<file path="config.mk">
export PLATFORM = sky130hd
export DESIGN_NAME = sjp_stage_ctl
export DESIGN_NICKNAME = d
export VERILOG_FILES = /design/src/rtl/sjp_pkg.sv /design/src/rtl/sjp_stage_ctl.sv
export SDC_FILE = /design/constraint.sdc
export NUM_CORES = 1
export LEC_CHECK = 0
export BUFFER_PORTS_ARGS = -buffer_cell sky130_fd_sc_hd__buf_2
export CAP_MARGIN = 20
export CELL_PAD_IN_SITES_DETAIL_PLACEMENT = 1
export CELL_PAD_IN_SITES_GLOBAL_PLACEMENT = 1
export CORE_MARGIN = 1.5
export CORE_UTILIZATION = 36
export CTS_BUF_LIST = sky130_fd_sc_hd__clkbuf_8
export CTS_CLUSTER_DIAMETER = 200
export DETAILED_ROUTE_END_ITERATION = 16
export PLACE_DENSITY_LB_ADDON = 0.1
export SYNTH_ARGS = -nofsm -noshare
export SYNTH_HDL_FRONTEND = slang
export SYNTH_SLANG_ARGS = --single-unit
export TNS_END_PERCENT = 100
</file>
<file path="constraint.sdc">
create_clock -name clk -period 4.9 [get_ports clk]
set_input_delay 0.49 -clock clk [delete_from_list [all_inputs] [get_ports clk]]
set_output_delay 0.49 -clock clk [all_outputs]
set_load 0.02 [all_outputs]
</file>
<file path="src/rtl/sjp_pkg.sv">
// Shared types and constants of the staged joint PD servo.
// Stage and register codes, fixed widths, the stage request bundle.
// No dependencies.
`timescale 1ns / 1ps
`default_nettype none

package sjp_pkg;

    localparam int ANGLE_W    = 32;
    localparam int GAIN_W     = 31;
    localparam int JOINT_W    = 5;
    localparam int CFG_IDX_W  = 2;
    localparam int CFG_DATA_W = 31;
    localparam int ERR_W      = 33;
    localparam int FRAC_W     = 16;
    localparam int DIGIT_W    = 4;
    localparam int MAC_STEPS  = 9;
    localparam int STEP_W     = 4;
    localparam int ACC_W      = 40;
    localparam int LO_W       = DIGIT_W * MAC_STEPS;
    localparam int KEEP_W     = ANGLE_W - (LO_W - FRAC_W);

    localparam logic [30:0] THRESHOLD_RESET = 31'd1966080;

    typedef logic [1:0] stage_t;
    localparam stage_t STAGE_TRAJ1 = 2'd0;
    localparam stage_t STAGE_TRAJ2 = 2'd1;
    localparam stage_t STAGE_HOLD  = 2'd2;

    typedef logic [CFG_IDX_W-1:0] cfg_idx_t;
    localparam cfg_idx_t CFG_THRESHOLD  = 2'd0;
    localparam cfg_idx_t CFG_GAIN_INDEX = 2'd1;
    localparam cfg_idx_t CFG_P_GAIN     = 2'd2;
    localparam cfg_idx_t CFG_D_GAIN     = 2'd3;

    localparam logic FUNC_SAMPLE = 1'b0;
    localparam logic FUNC_PRIME  = 1'b1;

    typedef struct packed {
        logic update;
        logic stage1_ok;
        logic stage2_ok;
    } stage_req_t;

endpackage

`default_nettype wire

</file>
<file path="src/rtl/sjp_stage_ctl.sv">
// Stage register of the servo: first trajectory, second trajectory, hold.
// Advances on the first joint of a tick; checks foot torques once.
// Depends on sjp_pkg.
`timescale 1ns / 1ps
`default_nettype none

module sjp_stage_ctl (
    input  wire logic               clk,
    input  wire logic               rst_n,
    input  wire sjp_pkg::stage_req_t req,
    input  wire logic signed [31:0] torque_right,
    input  wire logic signed [31:0] torque_left,
    input  wire logic [30:0]        threshold,
    output sjp_pkg::stage_t         stage_now
);

    sjp_pkg::stage_t stage_reg;
    sjp_pkg::stage_t stage_next;
    logic            pending_reg;
    logic            pending_next;
    logic [31:0]     mag_right;
    logic [31:0]     mag_left;
    logic            foot_low;

    assign mag_right = torque_right[31] ? (~torque_right + 32'd1) : torque_right;
    assign mag_left  = torque_left[31]  ? (~torque_left + 32'd1)  : torque_left;
    assign foot_low  = (mag_right < {1'b0, threshold}) || (mag_left < {1'b0, threshold});

    always_comb
    begin
        stage_next   = stage_reg;
        pending_next = pending_reg;
        if (req.update)
        begin
            if ((stage_next == sjp_pkg::STAGE_TRAJ1) && !req.stage1_ok)
            begin
                stage_next = sjp_pkg::STAGE_TRAJ2;
            end
            if (stage_next == sjp_pkg::STAGE_TRAJ2)
            begin
                if (!req.stage2_ok || (pending_reg && foot_low))
                begin
                    stage_next = sjp_pkg::STAGE_HOLD;
                end
                pending_next = 1'b0;
            end
        end
    end

    assign stage_now = stage_next;

    always_ff @(posedge clk or negedge rst_n)
    begin
        if (!rst_n)
        begin
            stage_reg   <= sjp_pkg::STAGE_TRAJ1;
            pending_reg <= 1'b1;
        end
        else
        begin
            stage_reg   <= stage_next;
            pending_reg <= pending_next;
        end
    end

endmodule

`default_nettype wire

</file>
# Word level (Yosys, flattened, before mapping)
# Index checks and enable logic that the tools add are counted.
[word_totals] register_bits=3 input_bits=100 output_inout_bits=2
[classes] mux=7 order_cmp=2 n_reduce_logical=8 eq_ne=1 n_bitwise=2 add_sub_neg=2
[op_table] operator="$add 32x1->32 const B" n=2
[op_table] operator="$lt 32x31->1" n=2
[op_table] operator="$mux 32" n=2
[op_table] operator="$not 32->32" n=2
[op_table] operator="$mux 2" n=5
[op_table] operator="$eq 2x1->1 const B" n=1
[op_table] operator="$logic_and 1x1->1" n=2
[op_table] operator="$logic_not 1->1" n=2
[op_table] operator="$logic_not 2->1" n=1
[op_table] operator="$logic_or 1x1->1" n=2
[op_table] operator="$reduce_and 2->1" n=1

# Logic depth before layout (Yosys ltp)
[depth] word_depth=10 ltp_mapped=17 mapped_depth_nobuf=17

# Worst setup path after synthesis
# OpenSTA, ideal clock, no wires.
[synth_timing] path_kind="input -> output" from="in torque_right[9]" to="out stage_now[0]" setup_slack_ns=0.253 stages=14 path_buffers=0 arrival_ns=4.157 path_cell_list="or4_4 > or3_1 > or3_1 > or2_4 > or3_4 > o21ai_1 > xnor2_1 > ha_1 > nand3_1 > or3_1 > o211ai_1 > a211oi_1 > a21o_1 > a41oi_1"
[synth_between] elab_chain_len=10
[synth_rtl] item="start, declared" line="sjp_stage_ctl.sv:11" rtl="input wire logic signed [31:0] torque_right,"
[synth_rtl] item="$not 32->32" line="sjp_stage_ctl.sv:25" rtl="assign mag_right = torque_right[31] ? (~torque_right + 32'd1) : torque_right;"
[synth_rtl] item="$add 32x1->32" line="sjp_stage_ctl.sv:25"
[synth_rtl] item="$mux 32 (*)" line="sjp_stage_ctl.sv:25"
[synth_rtl] item="$lt 32x31->1 (*)" line="sjp_stage_ctl.sv:27" rtl="assign foot_low = (mag_right < {1'b0, threshold}) || (mag_left < {1'b0, threshold});"
[synth_rtl] item="$logic_or 1x1->1 (*)" line="sjp_stage_ctl.sv:27"
[synth_rtl] item="$logic_and 1x1->1 (*)" line="sjp_stage_ctl.sv:41" rtl="if (!req.stage2_ok || (pending_reg && foot_low))"
[synth_rtl] item="$logic_or 1x1->1 (*)" line="sjp_stage_ctl.sv:41"
[synth_rtl] item="$mux 2 (*)" line="sjp_stage_ctl.sv:41"
[synth_rtl] item="$mux 2 (*)" line="sjp_stage_ctl.sv:39" rtl="if (stage_next == sjp_pkg::STAGE_TRAJ2)"
[synth_rtl] item="$mux 2 (*)" line="sjp_stage_ctl.sv:33" rtl="if (req.update)"
[synth_rtl] item="end, declared" line="sjp_stage_ctl.sv:14" rtl="output sjp_pkg::stage_t stage_now"
# Mark *: on every way between the ends. The rest lies on a longest branch, timed or not.

# Worst setup path after layout
[layout_timing] from="in torque_right[9]" to="out stage_now[1]"
# The elaborated chain is that of the path after synthesis.

==> results.md <==
* Total CTS buffers at 3
* Final-report hold violation count at 0
* F_max at 203.7 MHz
* Synth top area share at 28.19%
* Total wire length at 8.759 mm
* Via Count at 3101
* Crit path max fanout at 4
* Syn. warnings at 0
* Max Root-Sink Buffers at 2
* First-pass GRT wire length at 14.43 mm
* Commonest cells after routing, fill and taps aside: 97 x buf_2, 62 x ha_1, 56 x xnor2_1
* Die ar. at 8176 sq um
* P_leak at 0.001663 uW
* Total internal power at 228.7 uW
* Final worst path period need at 4910 ps
* Simple-gate share of the synthesized area at 21.01%
* Vias in the first global route at 3202
* Kind of critical path: in -> out
* Failing checks: negative setup slack
* Gpl congestion at 0.8083
* Wire per inst at 15.05 um
* Clock power share at 16.8%
* CP dominant cell by count: or3_4
* CTS tree: done
* Ports at 102
* Synth cell types at 43
* Final setup violation count at 1
* Post-synth top area cell: ha_1
* Comb pwr share at 77.2%
* Cell Chain, Critical Path: buf_6, or4_4, or3_4, or3_4, or2_4, or3_4, o21ai_4, xnor2_2, ha_1, nand3_2, or3_4, o211ai_1, a211oi_2, a21o_1, a41o_1, buf_6
* RSZ-0062 raised after global routing: true
* Die Height at 90.42 um
* Worst vdd ir at 130.0 uV
* ANT nets after route at 0
* Layout Nets at 645
* Yosys reg bits at 3
* Worst setup SP type: input pin
* Global route total overflow at 0
* Pre-Repair DR Iteration Count at 4
* Period utilization at 100.2%
* Slowest cell on crit path: or4_4
* Final setup TNS at -10.10 ps
* Fill count at 985
* Sequential share of power at 6.0%
* Cell Count, Final, Fillers Out at 582
* Post-synthesis adder-cell area fraction at 28.19%
* Register area share after synthesis at 2.774%
* Status: finished with violations
* Net switching power figure at 189.6 uW
* Reg clk slew, reported paths at 30 ps
* Clock sinks at 3
* Async SR Flop Fraction at 100.0%
* Max Transition Viols Final at 0
* Slowest stage delay, CP at 530 ps
* DP HPWL at 7.610 mm
* Core Rows at 31
* Final worst slack at -10.10 ps
* Initial drt markers at 46
* CP endpoint kind: primary output
* Synth top area cells: ha_1 28%, xnor2_1 18%, inv_1 5.2%, o21ai_0 5.1%, o31ai_1 4.6%
* Worst endpoint required time at 4410 ps
* Share of cells above drive strength 1 at 27.39%
* Largest net degree at the start of global routing at 33
* Starting Density at 37.53%
* Worst rel slew slack at 60.77%
* DRC violations left at 0
* Mapped Cells at 374
* Area grow syn2layout at 30.06%
* Max reg flops at 2
* Chip Width at 90.42 um
* Mean Syn Cell Area at 7.357 sq um
* Dpl cells at 575
* Switching share of power at 45.33%
* Antenna violations before repair at 1
* Number of synthesized flops with an enable pin at 0
* Vias per std cell at 5.328
* Max Cap Viol at 0
* Synth Cell Area at 2751 sq um
* Power density over the cells at 116.9 nW/um^2
* CTS H-tree depth at 1
* Post-synthesis mux area share at 0%
* Worst skew pair latency at 220 ps
* Synth Flop Type: dfrtp_1
* Final Skew at 1.919 ps
* Buffers on Ports at 101
* Largest family of logic cells by synthesized area: adder cells
* Post-Synth XOR/XNOR Area at 18.46%
* Worst-margin pin slew at 588.4 ps
* Post-synthesis net count at 536
* Tot GR Track Use at 20.99%
* CTS root buf: clkbuf_8
* Core outline area at 7331 sq um
* Most common cell after layout, fill and taps aside: buf_2
* Hold crit path type: in -> async
* Compound-gate portion of the synthesized area at 23.56%
* Critical Path AT at 4420 ps
==> final timing paths <==
check,depth (start not counted),slack (ps),endpoint,from
worst max-delay path,16,-10,stage_now[1],torque_right[9]
worst min-delay path,1,60,stage_reg[0],rst_n
worst max register to register,4,3820,stage_reg[1],stage_reg[0]
worst min register to register,2,450,pending_reg,pending_reg
max in group asynchronous,1,4640,pending_reg,rst_n
min in group clk,2,450,pending_reg,pending_reg
==> stage by stage <==
stage	utilization, %	hold WS [ps]	setup WS [ps]	total power [uW]	instance area (sq um)
6_report	48.81	59.87	-10.10	418.3	3578
3_5_place_dp	46.53	287.9	-79.19	334.4	3411
4_1_cts	47.65	57.91	0.2012	410.7	3493
3_3_place_gp	46.53	286.4	42.09	316.6	3411
2_1_floorplan	-	194.4	253.3	217.0	2751
5_1_grt	48.81	57.48	-131.7	468.0	3578
==> per-layer routing <==
| metal | part of all wire (%) | up-vias | GRT usage [%] |
|---|---|---|---|
| li1 | - | 1603 | - |
| met1 | 49 | 1428 | 28.40 |
| met2 | 47 | 60 | 36.81 |
| met3 | 2.4 | 10 | 1.094 |
| met4 | 1.5 | 0 | 3.968 |
| met5 | 0 | - | 0 |
==> logic make-up (layout without fill, tap and decap cells) <==
logic type,after synthesis,count (layout)
fa+ha+maj,62,62
flops,3,3
buf+inv,44,152
simple gates,107,107
compound gates,100,100
xor+xnor,58,58
other cells,0,1
==> power by group through the flow <==
stage          sequential, uW  combinational [uW]  clock [uW]
3_3_place_gp             25.2                 291           0
3_5_place_dp             25.2                 309           0
2_1_floorplan            25.2                 192           0
4_1_cts                  25.0                 313        72.2
6_report                 25.0                 323        70.5
5_1_grt                  25.0                 369        74.5
==> timing repair <==
| action | 4_1_cts | 5_1_grt |
|---|---|---|
| pin swaps | 6 | 7 |
| setup endpoints to repair | 2 | 2 |
| resized for setup | 7 | 14 |
| hold buffers | 0 | 0 |
| hold endpoints to repair | 0 | 0 |
| gates cloned | 0 | 0 |
| buffers inserted | 1 | 1 |
==> layout make-up <==
| type | count | area (sq um) | share of cell area, % |
|---|---|---|---|
| Antenna cell | 1 | 2.502 | 0.06993 |
| Multi-Input combinational cell | 327 | 2594 | 72.48 |
| Inverter | 38 | 142.6 | 3.986 |
| Sequential cell | 3 | 76.32 | 2.133 |
| Tap cell | 99 | 123.9 | 3.462 |
| Timing Repair Buffer | 110 | 594.3 | 16.61 |
| Clock inverter | 1 | 3.754 | 0.1049 |
| Clock buffer | 3 | 41.29 | 1.154 |
==> critical path, delay by kind of cell <==
family	cells	cell delay (ps)
adders and majority gates	1	320
and+or+nand+nor	7	2390
xor gates and xnor gates	1	90
AOI/OAI and AO/OA	5	900
buffers and inverters	2	220
==> synth_stat cells, types with 2 or more instances <==
cell	n
o2111ai_1	2
o211ai_1	3
nor4_1	9
nor3_1	5
nand3_1	6
o21ai_0	28
a21oi_1	20
a41oi_1	2
o21ai_1	3
o41ai_1	7
inv_1	38
and4_1	2
a211oi_1	3
or4_1	2
a2111oi_0	3
or3_1	13
clkbuf_1	6
or2_2	2
nand2b_1	12
nand2_1	32
dfrtp_1	2
a21o_1	4
xnor2_1	58
ha_1	62
nand4_1	8
nor2_1	9
o31ai_1	17
Power figures use the tool's default switching activity.
