### src/rtl/sjp_pkg.sv
// Shared types and constants of the staged joint PD servo.
// Stage and register codes, fixed widths, the stage request bundle.
// No dependencies.
`timescale 1ns / 1ps
`default_nettype none

package sjp_pkg;

    localparam int ANGLE_W    = 32;
    localparam int GAIN_W     = 31;
    localparam int JOINT_W    = 5;
    localparam int CFG_IDX_W  = 2;
    localparam int CFG_DATA_W = 31;
    localparam int ERR_W      = 33;
    localparam int FRAC_W     = 16;
    localparam int DIGIT_W    = 4;
    localparam int MAC_STEPS  = 9;
    localparam int STEP_W     = 4;
    localparam int ACC_W      = 40;
    localparam int LO_W       = DIGIT_W * MAC_STEPS;
    localparam int KEEP_W     = ANGLE_W - (LO_W - FRAC_W);

    localparam logic [30:0] THRESHOLD_RESET = 31'd1966080;

    typedef logic [1:0] stage_t;
    localparam stage_t STAGE_TRAJ1 = 2'd0;
    localparam stage_t STAGE_TRAJ2 = 2'd1;
    localparam stage_t STAGE_HOLD  = 2'd2;

    typedef logic [CFG_IDX_W-1:0] cfg_idx_t;
    localparam cfg_idx_t CFG_THRESHOLD  = 2'd0;
    localparam cfg_idx_t CFG_GAIN_INDEX = 2'd1;
    localparam cfg_idx_t CFG_P_GAIN     = 2'd2;
    localparam cfg_idx_t CFG_D_GAIN     = 2'd3;

    localparam logic FUNC_SAMPLE = 1'b0;
    localparam logic FUNC_PRIME  = 1'b1;

    typedef struct packed {
        logic update;
        logic stage1_ok;
        logic stage2_ok;
    } stage_req_t;

endpackage

`default_nettype wire

### src/rtl/sjp_mac.sv
// Digit-serial multiply-accumulate: P*ep + D*ev, one radix-16 digit per cycle.
// Ends with floor division by 2^16 and 32-bit saturation.
// Depends on sjp_pkg.
`timescale 1ns / 1ps
`default_nettype none

module sjp_mac (
    input  wire logic               clk,
    input  wire logic               rst_n,
    input  wire logic               start,
    input  wire logic [30:0]        p_gain,
    input  wire logic [30:0]        d_gain,
    input  wire logic signed [32:0] ep,
    input  wire logic signed [32:0] ev,
    output logic                    done,
    output logic [31:0]             torque,
    output logic                    saturated
);

    localparam int AW = sjp_pkg::ACC_W;
    localparam int LW = sjp_pkg::LO_W;
    localparam int KW = sjp_pkg::KEEP_W;
    localparam int DW = sjp_pkg::DIGIT_W;
    localparam int PPW = sjp_pkg::GAIN_W + DW + 2;

    logic                             run_reg;
    logic                             done_reg;
    logic [sjp_pkg::STEP_W-1:0]       cnt_reg;
    logic signed [sjp_pkg::ERR_W-1:0] ep_sh_reg;
    logic signed [sjp_pkg::ERR_W-1:0] ev_sh_reg;
    logic [sjp_pkg::GAIN_W-1:0]       p_reg;
    logic [sjp_pkg::GAIN_W-1:0]       d_reg;
    logic signed [AW-1:0]             acc_reg;
    logic [LW-1:0]                    lo_reg;

    logic                             last_step;
    logic signed [DW:0]               dig_p;
    logic signed [DW:0]               dig_d;
    logic signed [PPW-1:0]            pp_p;
    logic signed [PPW-1:0]            pp_d;
    logic signed [AW-1:0]             sum;
    logic [AW-KW:0]                   acc_hi;
    logic                             fits;

    assign last_step = (cnt_reg == sjp_pkg::STEP_W'(sjp_pkg::MAC_STEPS - 1));
    assign dig_p = last_step ? ep_sh_reg[DW:0] : $signed({1'b0, ep_sh_reg[DW-1:0]});
    assign dig_d = last_step ? ev_sh_reg[DW:0] : $signed({1'b0, ev_sh_reg[DW-1:0]});
    assign pp_p  = $signed({1'b0, p_reg}) * dig_p;
    assign pp_d  = $signed({1'b0, d_reg}) * dig_d;
    assign sum   = acc_reg + AW'(pp_p) + AW'(pp_d);

    always_ff @(posedge clk or negedge rst_n)
    begin
        if (!rst_n)
        begin
            run_reg  <= 1'b0;
            done_reg <= 1'b0;
            cnt_reg  <= '0;
        end
        else if (start)
        begin
            run_reg  <= 1'b1;
            done_reg <= 1'b0;
            cnt_reg  <= '0;
        end
        else if (run_reg)
        begin
            cnt_reg <= cnt_reg + sjp_pkg::STEP_W'(1);
            if (last_step)
            begin
                run_reg  <= 1'b0;
                done_reg <= 1'b1;
            end
        end
    end

    always_ff @(posedge clk)
    begin
        if (start)
        begin
            p_reg     <= p_gain;
            d_reg     <= d_gain;
            ep_sh_reg <= ep;
            ev_sh_reg <= ev;
            acc_reg   <= '0;
            lo_reg    <= '0;
        end
        else if (run_reg)
        begin
            ep_sh_reg <= ep_sh_reg >>> DW;
            ev_sh_reg <= ev_sh_reg >>> DW;
            lo_reg    <= {sum[DW-1:0], lo_reg[LW-1:DW]};
            acc_reg   <= sum >>> DW;
        end
    end

    assign acc_hi    = acc_reg[AW-1:KW-1];
    assign fits      = (&acc_hi) | ~(|acc_hi);
    assign done      = done_reg;
    assign saturated = ~fits;
    assign torque    = fits ? {acc_reg[KW-1:0], lo_reg[LW-1:sjp_pkg::FRAC_W]}
                            : (acc_reg[AW-1] ? 32'h8000_0000 : 32'h7FFF_FFFF);

endmodule

`default_nettype wire

### config.mk
export PLATFORM = sky130hd
export DESIGN_NAME = sjp_mac
export DESIGN_NICKNAME = d
export VERILOG_FILES = /design/src/rtl/sjp_pkg.sv /design/src/rtl/sjp_mac.sv
export SDC_FILE = /design/constraint.sdc
export NUM_CORES = 1
export LEC_CHECK = 0
export BUFFER_PORTS_ARGS = -buffer_cell sky130_fd_sc_hd__buf_4
export CORE_UTILIZATION = 45
export DETAILED_ROUTE_END_ITERATION = 8
export GPL_ROUTABILITY_DRIVEN = 1
export MAX_ROUTING_LAYER = met4
export PLACE_DENSITY = 0.69
export SLEW_MARGIN = 20
export SYNTH_ARGS = -nofsm -noshare
export SYNTH_HDL_FRONTEND = slang
export SYNTH_SLANG_ARGS = --single-unit
export TNS_END_PERCENT = 30
### constraint.sdc
create_clock -name clk -period 5.9 [get_ports clk]
set_clock_uncertainty 0.1 [all_clocks]
set_input_delay 0.59 -clock clk [delete_from_list [all_inputs] [get_ports clk]]
set_output_delay 0.59 -clock clk [all_outputs]
set_load 0.005 [all_outputs]
# [Word level (Yosys, flattened, before mapping)]
# Cells that the tools add are included.
[totals] regBits=205 in_bits=131 output_inout_bits=34 elab_cells=41
[op_classes] add_sub_neg=3 multipliers=2 n_eq_ne=1 muxes=16 bitwise=3 n_reduce_logical=5
[ops] operator="$mux W32" count=4
[ops] operator="$mul A32 B5 Y37" count=2
[ops] operator="$mux W33" count=2
[ops] operator="$add A38 B37 Y39" count=1
[ops] operator="$add A35 B37 Y38" count=1
[ops] operator="$reduce_and A29 Y1" count=1
[ops] operator="$reduce_or A29 Y1" count=1
[ops] operator="$mux W5" count=2
[ops] operator="$mux W4" count=2
[ops] operator="$mux W1" count=6
[ops] operator="$add A4 B1 Y4 const B" count=1
[ops] operator="$eq A4 B4 Y1 const B" count=1
[ops] operator="$reduce_bool A2 Y1" count=2
[ops] operator="$not A1 Y1" count=2
[ops] operator="$reduce_and A2 Y1" count=1
[ops] operator="$or A1 B1 Y1" count=1

# [Logic depth before layout (Yosys ltp)]
# Gate-level depths: netlist of the first run.
[depth] ltp_word=5 mapped_depth=27 depth_no_buf=25

# [Least setup slack after synthesis of the first run]
# OpenSTA, ideal clock, no wires.
[synth_path] path_type="register to register" start="register cnt_reg[0] (netlist name)" end="register acc_reg[31]" setup_time_ps=62 t_arrival_ps=5879 required_time_ps=5738 setup_slack_ps=-141 path_stages_with_launch=26 n_path_buf=2 period_less_slack_ps=6041 path_cell_list="dfrtp_1 > inv_1 > ha_1 > nand2_1 > nor2_1 > nand2_1 > clkbuf_1 > or2_2 > fa_1 > inv_1 > fa_1 > fa_1 > fa_1 > inv_1 > fa_1 > inv_1 > ha_1 > buf_2 > nand4_2 > nor4_1 > o21ai_1 > a21oi_2 > a41o_1 > o22ai_1 > or4b_1 > nand3_1"
[synth_via] elab_chain_len=5 word_cells_on_any_way=7 cone_classes="add/sub (2); mul (2); eq/ne (1); mux (2)"
[synth_lines] element="start: declaration" line_no="sjp_mac.sv:28" rtl="logic [sjp_pkg::STEP_W-1:0] cnt_reg;"
[synth_lines] element="start signal: assignment" line_no="sjp_mac.sv:68" rtl="cnt_reg <= cnt_reg + sjp_pkg::STEP_W'(1);"
[synth_lines] element="$eq A4 B4 Y1 *" line_no="sjp_mac.sv:45" rtl="assign last_step = (cnt_reg == sjp_pkg::STEP_W'(sjp_pkg::MAC_STEPS - 1));"
[synth_lines] element="$mux W5" line_no="sjp_mac.sv:46" rtl="assign dig_p = last_step ? ep_sh_reg[DW:0] : $signed({1'b0, ep_sh_reg[DW-1:0]});"
[synth_lines] element="$mul A32 B5 Y37" line_no="sjp_mac.sv:48" rtl="assign pp_p = $signed({1'b0, p_reg}) * dig_p;"
[synth_lines] element="$add A35 B37 Y38" line_no="sjp_mac.sv:50" rtl="assign sum = acc_reg + AW'(pp_p) + AW'(pp_d);"
[synth_lines] element="$add A38 B37 Y39 *" line_no="sjp_mac.sv:50"
[synth_lines] element="end signal: assignment" line_no="sjp_mac.sv:93" rtl="acc_reg <= sum >>> DW;"
[synth_lines] element="end: declaration" line_no="sjp_mac.sv:33" rtl="logic signed [AW-1:0] acc_reg;"
# Every way passes the cells marked *; elsewhere a longest branch is shown, timed or not.
# A chain may end at the register's enable or synchronous reset.

# [Final worst setup path of the first run]
[layout_path] start="register cnt_reg[0] (netlist name)" end="register acc_reg[30]"
# Same word-level chain as after synthesis.

==> qor.log, run 1 <==
qor: status.status finished, violations left
qor: status.violated_checks negative setup slack
qor: floorplanning.floorplan.io_pins 165
qor: clocking.cts-htree-levels 4
qor: placement.placed_cells_incl_taps 2505
qor: timing.period_share 103%
qor: clocking.tritoncts_clock_tree yes
qor: worst_hold_path.timing.hold.worst.class primary input to flip-flop
qor: synth.async_reset_ff_share 3.17%
qor: timing.hold-worst-slack 0.170 ns
qor: critical_path.reg2reg_depth 24
qor: placement.detailedPlacementHpwl 34.5 mm
qor: synth.ys_ff_latch 189
qor: synth.synth-seq-area-share 27.4%
qor: route.dr.first_iter.drc_count 635
qor: synth.synth_area 18600 µm²
qor: floorplanning.die_w 205 µm
qor: grt.top_usage_layer met2
qor: critical_path.worstSetupEndpointType flip-flop
qor: critical_path.critical_path.max_fanout 16
qor: route.routed_wirelength 44.9 mm
qor: grt.track_usage 23.5%
qor: floorplanning.placement_rows 74
qor: synth.yosys.area.top_type_share 30.1%
qor: placement.portBuffers 164
qor: synth.synth_edf_count 128
qor: critical_path.crit_chain inv_1 > ha_1 > nand2_1 > nor2_2 > nand2_2 > buf_12 > or2_2 > fa_1 > inv_1 > fa_1 > fa_1 > inv_1 > fa_1 > fa_1 > inv_1 > ha_4 > a21o_4 > a221oi_4 > o21ai_4 > a21oi_4 > o21bai_2 > a221o_1 > xnor2_1 > o21ai_1
qor: timing.setup_repair_after_global_routing_missed_its_margin true
qor: floorplanning.fp.dieH 205 µm
qor: route.drt_first_pass_iters 5
qor: cells_and_area.layout-drive-gt1-share 22.4%
qor: timing.timing_worst_slew_pin_value 0.844 ns
qor: floorplanning.design.die.area 42200 µm²
qor: clocking.insertion_delay 0.50 ns
qor: floorplanning.floorplan.initialDensity 45.6%
qor: grt.global_route.usage.met1 29.2%
qor: synth.postSynthNetCount 2322
qor: timing.finalHoldViolations 0
qor: timing.post-route-worst-setup-slack -0.200 ns
qor: cells_and_area.final-seq-area 5100 µm²
qor: timing.clock.fmax 0.164 GHz
qor: run.max_cap_violations 0
qor: synth.synth.avg_cell_area 10.4 µm²
qor: worst_hold_path.worst_hold_path.num_cells 1
qor: clocking.numClockSinks 189
qor: route.drc_errors 0
qor: synth.synth_flop_cell sky130_fd_sc_hd__edfxtp_1
qor: timing.setup_violations 13
qor: critical_path.crit_path_frequent_cell sky130_fd_sc_hd__fa_1
qor: critical_path.cp.required 6.14 ns
qor: route.final_antenna_net_count 0
qor: route.detail_route.vias_per_cell 5.20
qor: route.routedWlPerCell 17.6 µm
qor: cells_and_area.number_of_cells_in_the_finished_layout_apart_from_fillers 2554
qor: grt.grt_pass1_wl 73.8 mm
qor: critical_path.critical_path.n_buffers_inverters 5
qor: clocking.clock_transition_at_path_regs 0.08 ns
qor: grt.antenna_violations_before_repair 0
qor: synth.number_of_distinct_standard_cells_referenced_by_the_synthesized_netlist 61
qor: cells_and_area.layout-area-overhead-vs-synth 19.6%
qor: critical_path.worst_path_max_delay_cell sky130_fd_sc_hd__fa_1
qor: synth.syn_inst 1785
qor: grt.via_count_of_the_first_global_routing_pass 14300
qor: placement.place.gp.congestion 0.890
qor: critical_path.cpLargestDelayFamily adder cells
qor: clocking.clockBufferDepth 2
qor: timing.max_slew_margin 43.7%
qor: route.detailroute.via_count 13300
qor: grt.grt_max_degree 94
qor: critical_path.worst_setup_path_start_kind flip-flop
qor: synth.ys_warn_count 0
qor: critical_path.cp.depth 24
qor: clocking.numCtsBuffers 17
qor: critical_path.arrival 6.34 ns
qor: synth.cell_types_occupying_the_most_area_after_synthesis sky130_fd_sc_hd__fa_1, sky130_fd_sc_hd__edfxtp_1, sky130_fd_sc_hd__ha_1
qor: cells_and_area.nets 2545
qor: floorplanning.core-area 40800 µm²
qor: cells_and_area.largest_register_ffs 35
qor: cells_and_area.fillerInstances 3562
qor: synth.yosys.area.top_type sky130_fd_sc_hd__fa_1
qor: grt.grt.overflow.total 0
qor: grt.grt.met3_usage 6.13%
qor: cells_and_area.multi_input_area 12500 µm²
qor: timing.slew_violations 0
qor: critical_path.timing.critical_path.slowest_cell_delay 0.55 ns
qor: critical_path.criticalPathCategory flip-flop to flip-flop
qor: timing.timing.final.crit_period 6.10 ns
qor: grt.grt.met2_usage 37.4%
qor: clocking.clock_tree.root_cell sky130_fd_sc_hd__clkbuf_16
-- worst reg2reg max path, delay by kind of cell, from the launching register on --
family                   cells  cell delay, ns
AO/OA/AOI/OAI                7            1.49
XOR/XNOR                     1            0.16
adder cells (fa/ha/maj)      7            2.89
buffers and inverters        5            0.37
flip-flops                   1            0.38
AND/OR/NAND/NOR              4            0.57
-- placed cells by master (no fill, tap or decap), drive strengths merged, types with 7 or more instances in the layout --
| master | count |
|---|---|
| dfxtp | 55 |
| nand2 | 193 |
| nor4 | 8 |
| inv | 311 |
| o211ai | 7 |
| mux2i | 32 |
| nand3 | 10 |
| xor2 | 11 |
| a21o | 47 |
| xnor2 | 20 |
| mux2 | 56 |
| clkbuf | 19 |
| ha | 126 |
| nand4 | 18 |
| or2 | 29 |
| buf | 279 |
| a21oi | 43 |
| a31oi | 9 |
| nor2 | 98 |
| fa | 280 |
| o21ai | 38 |
| edfxtp | 128 |
| and2 | 123 |
-- per-stage QoR --
stage          worst slack, ns  util [%]  area, µm²  TNS [ns]
4_1_cts                 -0.218      54.0      22000     -1.44
2_1_floorplan          -0.0384         -      18600    -0.136
5_1_grt                 -0.421      54.5      22300     -6.64
3_5_place_dp            -0.330      51.7      21100     -4.02
3_3_place_gp            -0.230      51.7      21100     -2.56
6_report                -0.200      54.5      22300     -1.42
-- layout make-up --
cell class	count	share of cell area, %
Clock inverter	13	0.585
Tap cell	532	2.99
Antenna cell	1	0.0112
Sequential cell	189	22.9
Multi-Input combinational cell	1215	56.3
Timing Repair Buffer	280	10.1
Clock buffer	19	1.99
Inverter	305	5.14
-- synth_stat cells (all sizes together) (4+ instances only) --
| master | instances |
|---|---|
| a211oi | 4 |
| a21o | 47 |
| a21oi | 43 |
| a31oi | 9 |
| and2 | 123 |
| and3 | 6 |
| buf | 9 |
| clkbuf | 67 |
| dfrtp | 6 |
| dfxtp | 55 |
| edfxtp | 128 |
| fa | 280 |
| ha | 126 |
| inv | 305 |
| mux2 | 56 |
| mux2i | 32 |
| nand2 | 193 |
| nand3 | 10 |
| nand4 | 18 |
| nor2 | 98 |
| nor3 | 6 |
| nor3b | 4 |
| nor4 | 8 |
| o211ai | 7 |
| o21a | 6 |
| o21ai | 38 |
| o21bai | 4 |
| or2 | 29 |
| xnor2 | 20 |
| xor2 | 11 |
-- path summary, 6_finish.rpt --
kind / from / to / slack [ns]
worst min register to register: lo_reg[18] / lo_reg[18] / 0.40
worst max-delay path: cnt_reg[0] / acc_reg[30] / -0.20
min in group asynchronous: rst_n / cnt_reg[2] / 0.36
worst min-delay path: p_gain[2] / p_reg[2] / 0.17
worst max register to register: cnt_reg[0] / acc_reg[30] / -0.20
max in group asynchronous: rst_n / run_reg / 5.21
-- per-layer routing --
| metal | share of wire, % | wire length, µm |
|---|---|---|
| met4 | 2.7 | 1230 |
| met3 | 7.0 | 3130 |
| met1 | 41 | 18600 |
| met5 | 0 | 0 |
| met2 | 49 | 21900 |
-- repair_timing --
action / 4_1_cts / 5_1_grt
setup buffers: 9 / 6
gates resized for setup: 42 / 27
hold buffers: 1 / 0
pin swaps: 30 / 11
hold endpoints to repair: 6 / 0
setup endpoints to repair: 26 / 27
-- kinds of logic (layout without fill, tap and decap cells) --
logic type,Yosys count,count (layout),share of synthesized area (%)
AO/OA/AOI/OAI,180,180,6.47
other,0,1,0
buffers and inverters,381,617,7.73
multiplexers,88,88,5.11
XOR/XNOR,31,31,1.46
adder cells (fa/ha/maj),406,406,38.6
AND/OR/NAND/NOR,510,510,13.3
flip-flops,189,189,27.4
Power of run 1 is left out: the tool's default activity adds up to more than one toggle a clock period on the data nets, which glitch-free logic cannot reach.
==> run 2, diff against run 1 <==
--- a/config.mk
+++ b/config.mk
@@ -6,6 +6,7 @@
 export NUM_CORES = 1
 export LEC_CHECK = 0
 export BUFFER_PORTS_ARGS = -buffer_cell sky130_fd_sc_hd__buf_4
+export CORE_MARGIN = 8
 export CORE_UTILIZATION = 45
 export DETAILED_ROUTE_END_ITERATION = 8
 export GPL_ROUTABILITY_DRIVEN = 1
==> run 2 against run 1 <==
  * The flow still finishes with violations (negative setup slack)
  * Die area rose by 14%
  * Utilization rose by 0.89 points
  * Register-to-register slack improved by 0.02 ns
  * Non-clock buffer count rose by 24
  * Clock-buffer cell count fell by 2
  * Critical path depth rose by 2
  * Fmax rose by 0.37%
==> qor.log, run 2 (synthesis results as in run 1) <==
qor: status.status finished, violations left [unchanged]
qor: status.violated_checks negative setup slack [unchanged]
qor: grt.grt.overflow.total 0 [unchanged]
qor: critical_path.reg2reg_from cnt_reg[0] [unchanged]
qor: placement.portBuffers 164 [unchanged]
qor: route.drc_errors 0 [unchanged]
qor: timing.setup_repair_after_global_routing_missed_its_margin true [unchanged]
qor: critical_path.cp.required 6.11 ns [was 6.14 ns]
qor: placement.placed_cells_incl_taps 2527 [was 2505]
qor: critical_path.worst_setup_path_start_kind flip-flop [unchanged]
qor: cells_and_area.layout.cells.most_common_list sky130_fd_sc_hd__inv_1, sky130_fd_sc_hd__buf_4, sky130_fd_sc_hd__fa_1 [was sky130_fd_sc_hd__inv_1, sky130_fd_sc_hd__fa_1, sky130_fd_sc_hd__buf_4]
qor: clocking.clock_tree.root_cell sky130_fd_sc_hd__clkbuf_16 [unchanged]
qor: grt.grt.met3_usage 5.08% [was 6.13%]
qor: grt.grt.met2_usage 34.6% [was 37.4%]
qor: critical_path.criticalPathCategory flip-flop to flip-flop [unchanged]
qor: clocking.numClockSinks 189 [unchanged]
qor: critical_path.arrival 6.29 ns [was 6.34 ns]
qor: cells_and_area.layout-drive-gt1-share 25.3% [was 22.4%]
qor: grt.global_route.usage.met1 25.6% [was 29.2%]
qor: worst_hold_path.timing.hold.worst.class primary input to flip-flop [unchanged]
qor: cells_and_area.largest_register_ffs 35 [unchanged]
qor: floorplanning.die_w 219 µm [was 205 µm]
qor: critical_path.timing.critical_path.slowest_cell_delay 0.53 ns [was 0.55 ns]
qor: critical_path.critical_path.max_fanout 18 [was 16]
qor: clocking.numCtsBuffers 17 [unchanged]
qor: route.drt_first_pass_iters 5 [unchanged]
qor: route.routed_wirelength 47.3 mm [was 44.9 mm]
qor: cells_and_area.mostFrequentLayoutCell sky130_fd_sc_hd__inv_1 [unchanged]
qor: floorplanning.placement_rows 74 [unchanged]
qor: timing.finalHoldViolations 0 [unchanged]
qor: route.routedWlPerCell 18.3 µm [was 17.6 µm]
qor: grt.top_usage_layer met2 [unchanged]
qor: grt.grt_pass1_wl 77.2 mm [was 73.8 mm]
qor: timing.period_share 103% [about the same]
qor: route.final_antenna_net_count 0 [unchanged]
qor: floorplanning.core-area 40800 µm² [unchanged]
qor: grt.via_count_of_the_first_global_routing_pass 14900 [was 14300]
qor: timing.post-route-worst-setup-slack -0.178 ns [was -0.200 ns]
qor: floorplanning.design.die.area 48100 µm² [was 42200 µm²]
qor: cells_and_area.nets 2569 [was 2545]
qor: cells_and_area.number_of_cells_in_the_finished_layout_apart_from_fillers 2579 [was 2554]
qor: timing.timing_worst_slew_pin_value 0.911 ns [was 0.844 ns]
qor: floorplanning.floorplan.initialDensity 45.6% [unchanged]
qor: timing.slew_violations 0 [unchanged]
qor: route.dr.first_iter.drc_count 619 [was 635]
qor: placement.detailedPlacementHpwl 36.4 mm [was 34.5 mm]
qor: worst_hold_path.timing.hold.worst.start d_gain[0] [was p_gain[2]]
qor: grt.grt_max_degree 121 [was 94]
qor: timing.max_slew_margin 39.2% [was 43.7%]
qor: clocking.tritoncts_clock_tree yes [unchanged]
qor: timing.hold-worst-slack 0.197 ns [was 0.170 ns]
qor: timing.setup_violations 14 [was 13]
qor: route.detail_route.vias_per_cell 5.16 [was 5.20]
qor: critical_path.worstSetupEndpointType flip-flop [unchanged]
qor: floorplanning.floorplan.io_pins 165 [unchanged]
qor: route.detailroute.via_count 13300 [about the same]
qor: placement.pre_cts_slack -0.306 ns [was -0.330 ns]
qor: timing.timing.final.crit_period 6.08 ns [was 6.10 ns]
qor: placement.place.gp.congestion 0.913 [was 0.890]
qor: cells_and_area.layout-area-overhead-vs-synth 21.5% [was 19.6%]
qor: run.max_cap_violations 0 [unchanged]
qor: clocking.clock_transition_at_path_regs 0.08 ns [about the same]
qor: grt.track_usage 21.0% [was 23.5%]
qor: clocking.insertion_delay 0.46 ns [was 0.50 ns]
qor: critical_path.startpoint_of_the_worst_setup_timing_path cnt_reg[0] [unchanged]
qor: floorplanning.fp.dieH 219 µm [was 205 µm]
qor: cells_and_area.fillerInstances 3545 [was 3562]
qor: clocking.cts-htree-levels 4 [unchanged]
qor: critical_path.worst_path_max_delay_cell sky130_fd_sc_hd__fa_1 [unchanged]
qor: cells_and_area.postLayoutCoreUtil 55.4% [was 54.5%]
qor: timing.clock.fmax 0.165 GHz [was 0.164 GHz]
qor: critical_path.crit_path_frequent_cell sky130_fd_sc_hd__fa_1 [unchanged]
qor: grt.antenna_violations_before_repair 2 [was 0]
qor: clocking.clockBufferDepth 2 [unchanged]
## run 2: timing repair
| item | in CTS | in global routing |
|---|---|---|
| setup endpoints to repair | 24 | 29 |
| setup buffers | 8 | 8 |
| pin swaps | 38 | 46 |
| endpoints found under the hold margin | 6 | 0 |
| gates resized for setup | 61 | 60 |
| gates cloned | 0 | 1 |
| hold buffers | 1 | 0 |
## run 2: final cells by class
cell class                      count  area (µm²)  share of cell area [%]
Clock buffer                       17         425                    1.88
Antenna cell                        2        5.00                  0.0221
Tap cell                          532         666                    2.94
Sequential cell                   189        5100                    22.5
Clock inverter                     15         175                   0.774
Inverter                          305        1140                    5.06
Timing Repair Buffer              304        2440                    10.8
Multi-Input combinational cell   1215       12700                    56.0
## run 2: per-layer routing
| layer | vias up | wire length, µm |
|---|---|---|
| li1 | 6188 | - |
| met1 | 6751 | 20300 |
| met2 | 323 | 23300 |
| met3 | 45 | 2880 |
| met4 | 0 | 803 |
| met5 | - | 0 |
## run 2: stage by stage
stage / instance area, µm² / setup TNS [ns]
after floorplan: 18600 / -0.136
after global placement: 21200 / -1.90
after detailed placement: 21200 / -2.98
after CTS: 22300 / -0.933
after global routing: 22600 / -6.75
final: 22600 / -1.01
## run 2: worst max-delay path: cells and delay by family (launching register included)
family / cells / cell delay, ns
AOI/OAI and AO/OA: 7 / 1.19
xor gates and xnor gates: 1 / 0.15
adders and majority gates: 7 / 2.86
buffers and inverters: 7 / 0.65
DFF: 1 / 0.40
and+or+nand+nor: 4 / 0.57
## run 2: worst paths after layout
path	end	slack (ns)	depth (start not counted)
worst max-delay path	acc_reg[27]	-0.18	26
max in group asynchronous	run_reg	5.13	2
min in group asynchronous	cnt_reg[2]	0.44	2
worst min-delay path	d_reg[0]	0.20	1
worst max register to register	acc_reg[27]	-0.18	26
worst min register to register	acc_reg[26]	0.40	2
Power of run 2 is left out for the same reason.
==> run 3, diff against run 2 <==
--- a/config.mk
+++ b/config.mk
@@ -11,7 +11,7 @@
 export DETAILED_ROUTE_END_ITERATION = 8
 export GPL_ROUTABILITY_DRIVEN = 1
 export MAX_ROUTING_LAYER = met4
-export PLACE_DENSITY = 0.69
+export PLACE_DENSITY = 0.67
 export SLEW_MARGIN = 20
 export SYNTH_ARGS = -nofsm -noshare
 export SYNTH_HDL_FRONTEND = slang
==> constraint.sdc (replaced) <==
create_clock -name clk -period 7.65 [get_ports clk]
set_clock_uncertainty 0.1 [all_clocks]
set_input_delay 0.765 -clock clk [delete_from_list [all_inputs] [get_ports clk]]
set_output_delay 0.765 -clock clk [all_outputs]
set_load 0.005 [all_outputs]
==> run 3 against run 2 <==
  * The flow now finishes without violations
  * Utilization shrank 4.0 points
  * Critical endpoint is now acc_reg[30]
  * Die area unchanged
  * First-iteration DRC count down 4.5%
==> qor.log, run 3 (synthesis results as in run 1) <==
qor: grt.antenna_violations_before_repair 0 [was 2]
qor: clocking.cts-htree-levels 4 [unchanged]
qor: clocking.tritoncts_clock_tree yes [unchanged]
qor: critical_path.worst_setup_path_endpoint acc_reg[30] [was acc_reg[27]]
qor: cells_and_area.mostFrequentLayoutCell sky130_fd_sc_hd__inv_1 [unchanged]
qor: grt.grt.overflow.total 0 [unchanged]
qor: route.dr.first_iter.drc_count 591 [was 619]
qor: clocking.postCtsSetupBuffers 0 [was 8]
qor: timing.timing.final.crit_period 6.83 ns [was 6.08 ns]
qor: clocking.numClockSinks 189 [unchanged]
qor: clocking.clock_transition_at_path_regs 0.08 ns [about the same]
qor: critical_path.worstSetupEndpointType flip-flop [unchanged]
qor: critical_path.reg2reg_depth 23 [was 26]
qor: critical_path.criticalPathCategory flip-flop to flip-flop [unchanged]
qor: critical_path.cp.required 7.89 ns [was 6.11 ns]
qor: timing.finalHoldViolations 0 [unchanged]
qor: route.routedWlPerCell 18.3 µm [about the same]
qor: floorplanning.die_w 219 µm [unchanged]
qor: placement.placed_cells_incl_taps 2426 [was 2527]
qor: clocking.numCtsBuffers 17 [unchanged]
qor: clocking.clockBufferDepth 2 [unchanged]
qor: route.drt_first_pass_iters 5 [unchanged]
qor: floorplanning.floorplan.initialDensity 45.6% [unchanged]
qor: clocking.insertion_delay 0.48 ns [was 0.46 ns]
qor: timing.slew_violations 0 [unchanged]
qor: timing.setup_violations 0 [was 14]
qor: floorplanning.floorplan.io_pins 165 [unchanged]
qor: cells_and_area.number_of_cells_in_the_finished_layout_apart_from_fillers 2459 [was 2579]
qor: floorplanning.core-area 40800 µm² [unchanged]
qor: timing.setup-tns-final 0 ns [was -1.01 ns]
qor: run.max_cap_violations 0 [unchanged]
qor: critical_path.ff2ff_setup_slack 0.82 ns [was -0.18 ns]
qor: cells_and_area.nets 2451 [was 2569]
qor: placement.portBuffers 164 [unchanged]
qor: cells_and_area.layout-area-overhead-vs-synth 12.7% [was 21.5%]
qor: status.status finished clean [was finished, violations left]
qor: cells_and_area.diodes 0 [was 2]
qor: critical_path.r2r_end acc_reg[30] [was acc_reg[27]]
qor: critical_path.startpoint_of_the_worst_setup_timing_path cnt_reg[0] [unchanged]
qor: cells_and_area.layout-drive-gt1-share 16.2% [was 25.3%]
qor: clocking.cts_resized 0 [was 61]
qor: route.final_antenna_net_count 0 [unchanged]
qor: route.detail_route.vias_per_cell 5.20 [was 5.16]
qor: route.routed_wirelength 45.0 mm [was 47.3 mm]
qor: grt.grt_pass1_wl 74.5 mm [was 77.2 mm]
qor: cells_and_area.largest_register_ffs 35 [unchanged]
qor: placement.place.gp.congestion 0.913 [about the same]
qor: timing.setup_repair_after_global_routing_missed_its_margin false [was true]
qor: floorplanning.placement_rows 74 [unchanged]
qor: cells_and_area.layout.cells.most_common_list sky130_fd_sc_hd__inv_1, sky130_fd_sc_hd__fa_1, sky130_fd_sc_hd__nand2_1 [was sky130_fd_sc_hd__inv_1, sky130_fd_sc_hd__buf_4, sky130_fd_sc_hd__fa_1]
qor: grt.grt_max_degree 75 [was 121]
qor: clocking.clock_tree.root_cell sky130_fd_sc_hd__clkbuf_16 [unchanged]
qor: critical_path.critical_path.max_fanout 16 [was 18]
qor: placement.detailedPlacementHpwl 35.4 mm [was 36.4 mm]
qor: grt.track_usage 20.4% [was 21.0%]
qor: worst_hold_path.timing.hold.worst.class primary input to flip-flop [unchanged]
qor: critical_path.reg2reg_from cnt_reg[0] [unchanged]
qor: timing.period_share 89.3% [was 103%]
qor: timing.timing_worst_slew_pin_value 0.895 ns [was 0.911 ns]
qor: grt.via_count_of_the_first_global_routing_pass 14100 [was 14900]
qor: timing.clock.fmax 0.146 GHz [was 0.165 GHz]
qor: critical_path.worst_setup_path_start_kind flip-flop [unchanged]
qor: floorplanning.fp.dieH 219 µm [unchanged]
qor: route.drc_errors 0 [unchanged]
qor: critical_path.arrival 7.07 ns [was 6.29 ns]
qor: timing.max_slew_margin 40.3% [was 39.2%]
qor: route.detailroute.via_count 12800 [was 13300]
qor: floorplanning.design.die.area 48100 µm² [unchanged]
run 3: changes by cell type in the layout (fill, tap and decap cells not counted), moves of 5 or more:
cell,change
sky130_fd_sc_hd__a21oi_2,-11
sky130_fd_sc_hd__buf_4,-101
sky130_fd_sc_hd__o21ai_0,+7
sky130_fd_sc_hd__nor2_1,+8
sky130_fd_sc_hd__a21oi_1,+13
sky130_fd_sc_hd__buf_6,-8
sky130_fd_sc_hd__inv_1,+7
sky130_fd_sc_hd__inv_2,-7
sky130_fd_sc_hd__buf_12,-8
sky130_fd_sc_hd__nor2_4,-5
sky130_fd_sc_hd__ha_4,-16
sky130_fd_sc_hd__ha_1,+17
run 3: what timing repair did:
| item | in CTS | in global routing |
|---|---|---|
| endpoints found under the hold margin | 6 | 0 |
| setup endpoints to repair | 0 | 0 |
| hold buffers | 1 | 0 |
run 3: final cells by class:
cell class / instances / area (µm²)
flip-flops and latches: 189 / 5100
well taps: 532 / 666
clock buffers: 20 / 459
multi-input cells: 1215 / 12100
inverters: 305 / 1140
fillers: 3684 / 19900
clock inverters: 12 / 119
repair buffers: 186 / 1410
run 3: worst min path at each step:
stage	to	depth (start not counted)	slack, ns	from
final	d_reg[3]	1	0.35	d_gain[3]
after global routing	d_reg[3]	1	0.32	d_gain[3]
after CTS	d_reg[3]	1	0.31	d_gain[3]
after detailed placement	acc_reg[30]	2	0.39	acc_reg[30]
after global placement	lo_reg[17]	2	0.38	lo_reg[17]
after floorplan	acc_reg[30]	2	0.36	acc_reg[30]
run 3: per-stage QoR:
stage,instance area [µm²],worst slack [ns],utilization (%),hold WS (ns)
2_1_floorplan,18600,1.61,-,0.355
3_3_place_gp,20400,0.926,49.9,0.376
3_5_place_dp,20400,0.887,49.9,0.387
4_1_cts,21000,0.816,51.4,0.305
5_1_grt,21000,0.500,51.4,0.316
6_report,21000,0.822,51.4,0.350
run 3: critical path, stage by stage (launching register included):
cell and delay (ns):
sky130_fd_sc_hd__dfrtp_1 0.43, sky130_fd_sc_hd__inv_1 0.09, sky130_fd_sc_hd__ha_1 0.15, sky130_fd_sc_hd__nand2_1 0.05
sky130_fd_sc_hd__nor2_1 0.12, sky130_fd_sc_hd__nand2_1 0.35, sky130_fd_sc_hd__or2_2 0.44, sky130_fd_sc_hd__fa_1 0.54
sky130_fd_sc_hd__inv_1 0.05, sky130_fd_sc_hd__fa_1 0.57, sky130_fd_sc_hd__fa_1 0.45, sky130_fd_sc_hd__fa_1 0.52
sky130_fd_sc_hd__inv_1 0.06, sky130_fd_sc_hd__fa_1 0.49, sky130_fd_sc_hd__inv_1 0.04, sky130_fd_sc_hd__ha_1 0.37
sky130_fd_sc_hd__and3_1 0.26, sky130_fd_sc_hd__a221oi_2 0.36, sky130_fd_sc_hd__o21ai_2 0.16, sky130_fd_sc_hd__a21oi_2 0.30
sky130_fd_sc_hd__o21bai_1 0.17, sky130_fd_sc_hd__a221o_1 0.37, sky130_fd_sc_hd__xnor2_1 0.15, sky130_fd_sc_hd__o21ai_1 0.07
run 3: layer usage:
| layer | wire length, µm | global-route usage [%] |
|---|---|---|
| met3 | 3110 | 5.70 |
| met5 | 0 | - |
| met2 | 22000 | 33.1 |
| met4 | 907 | 6.25 |
| met1 | 19000 | 24.6 |
Power of run 3 is left out for the same reason.
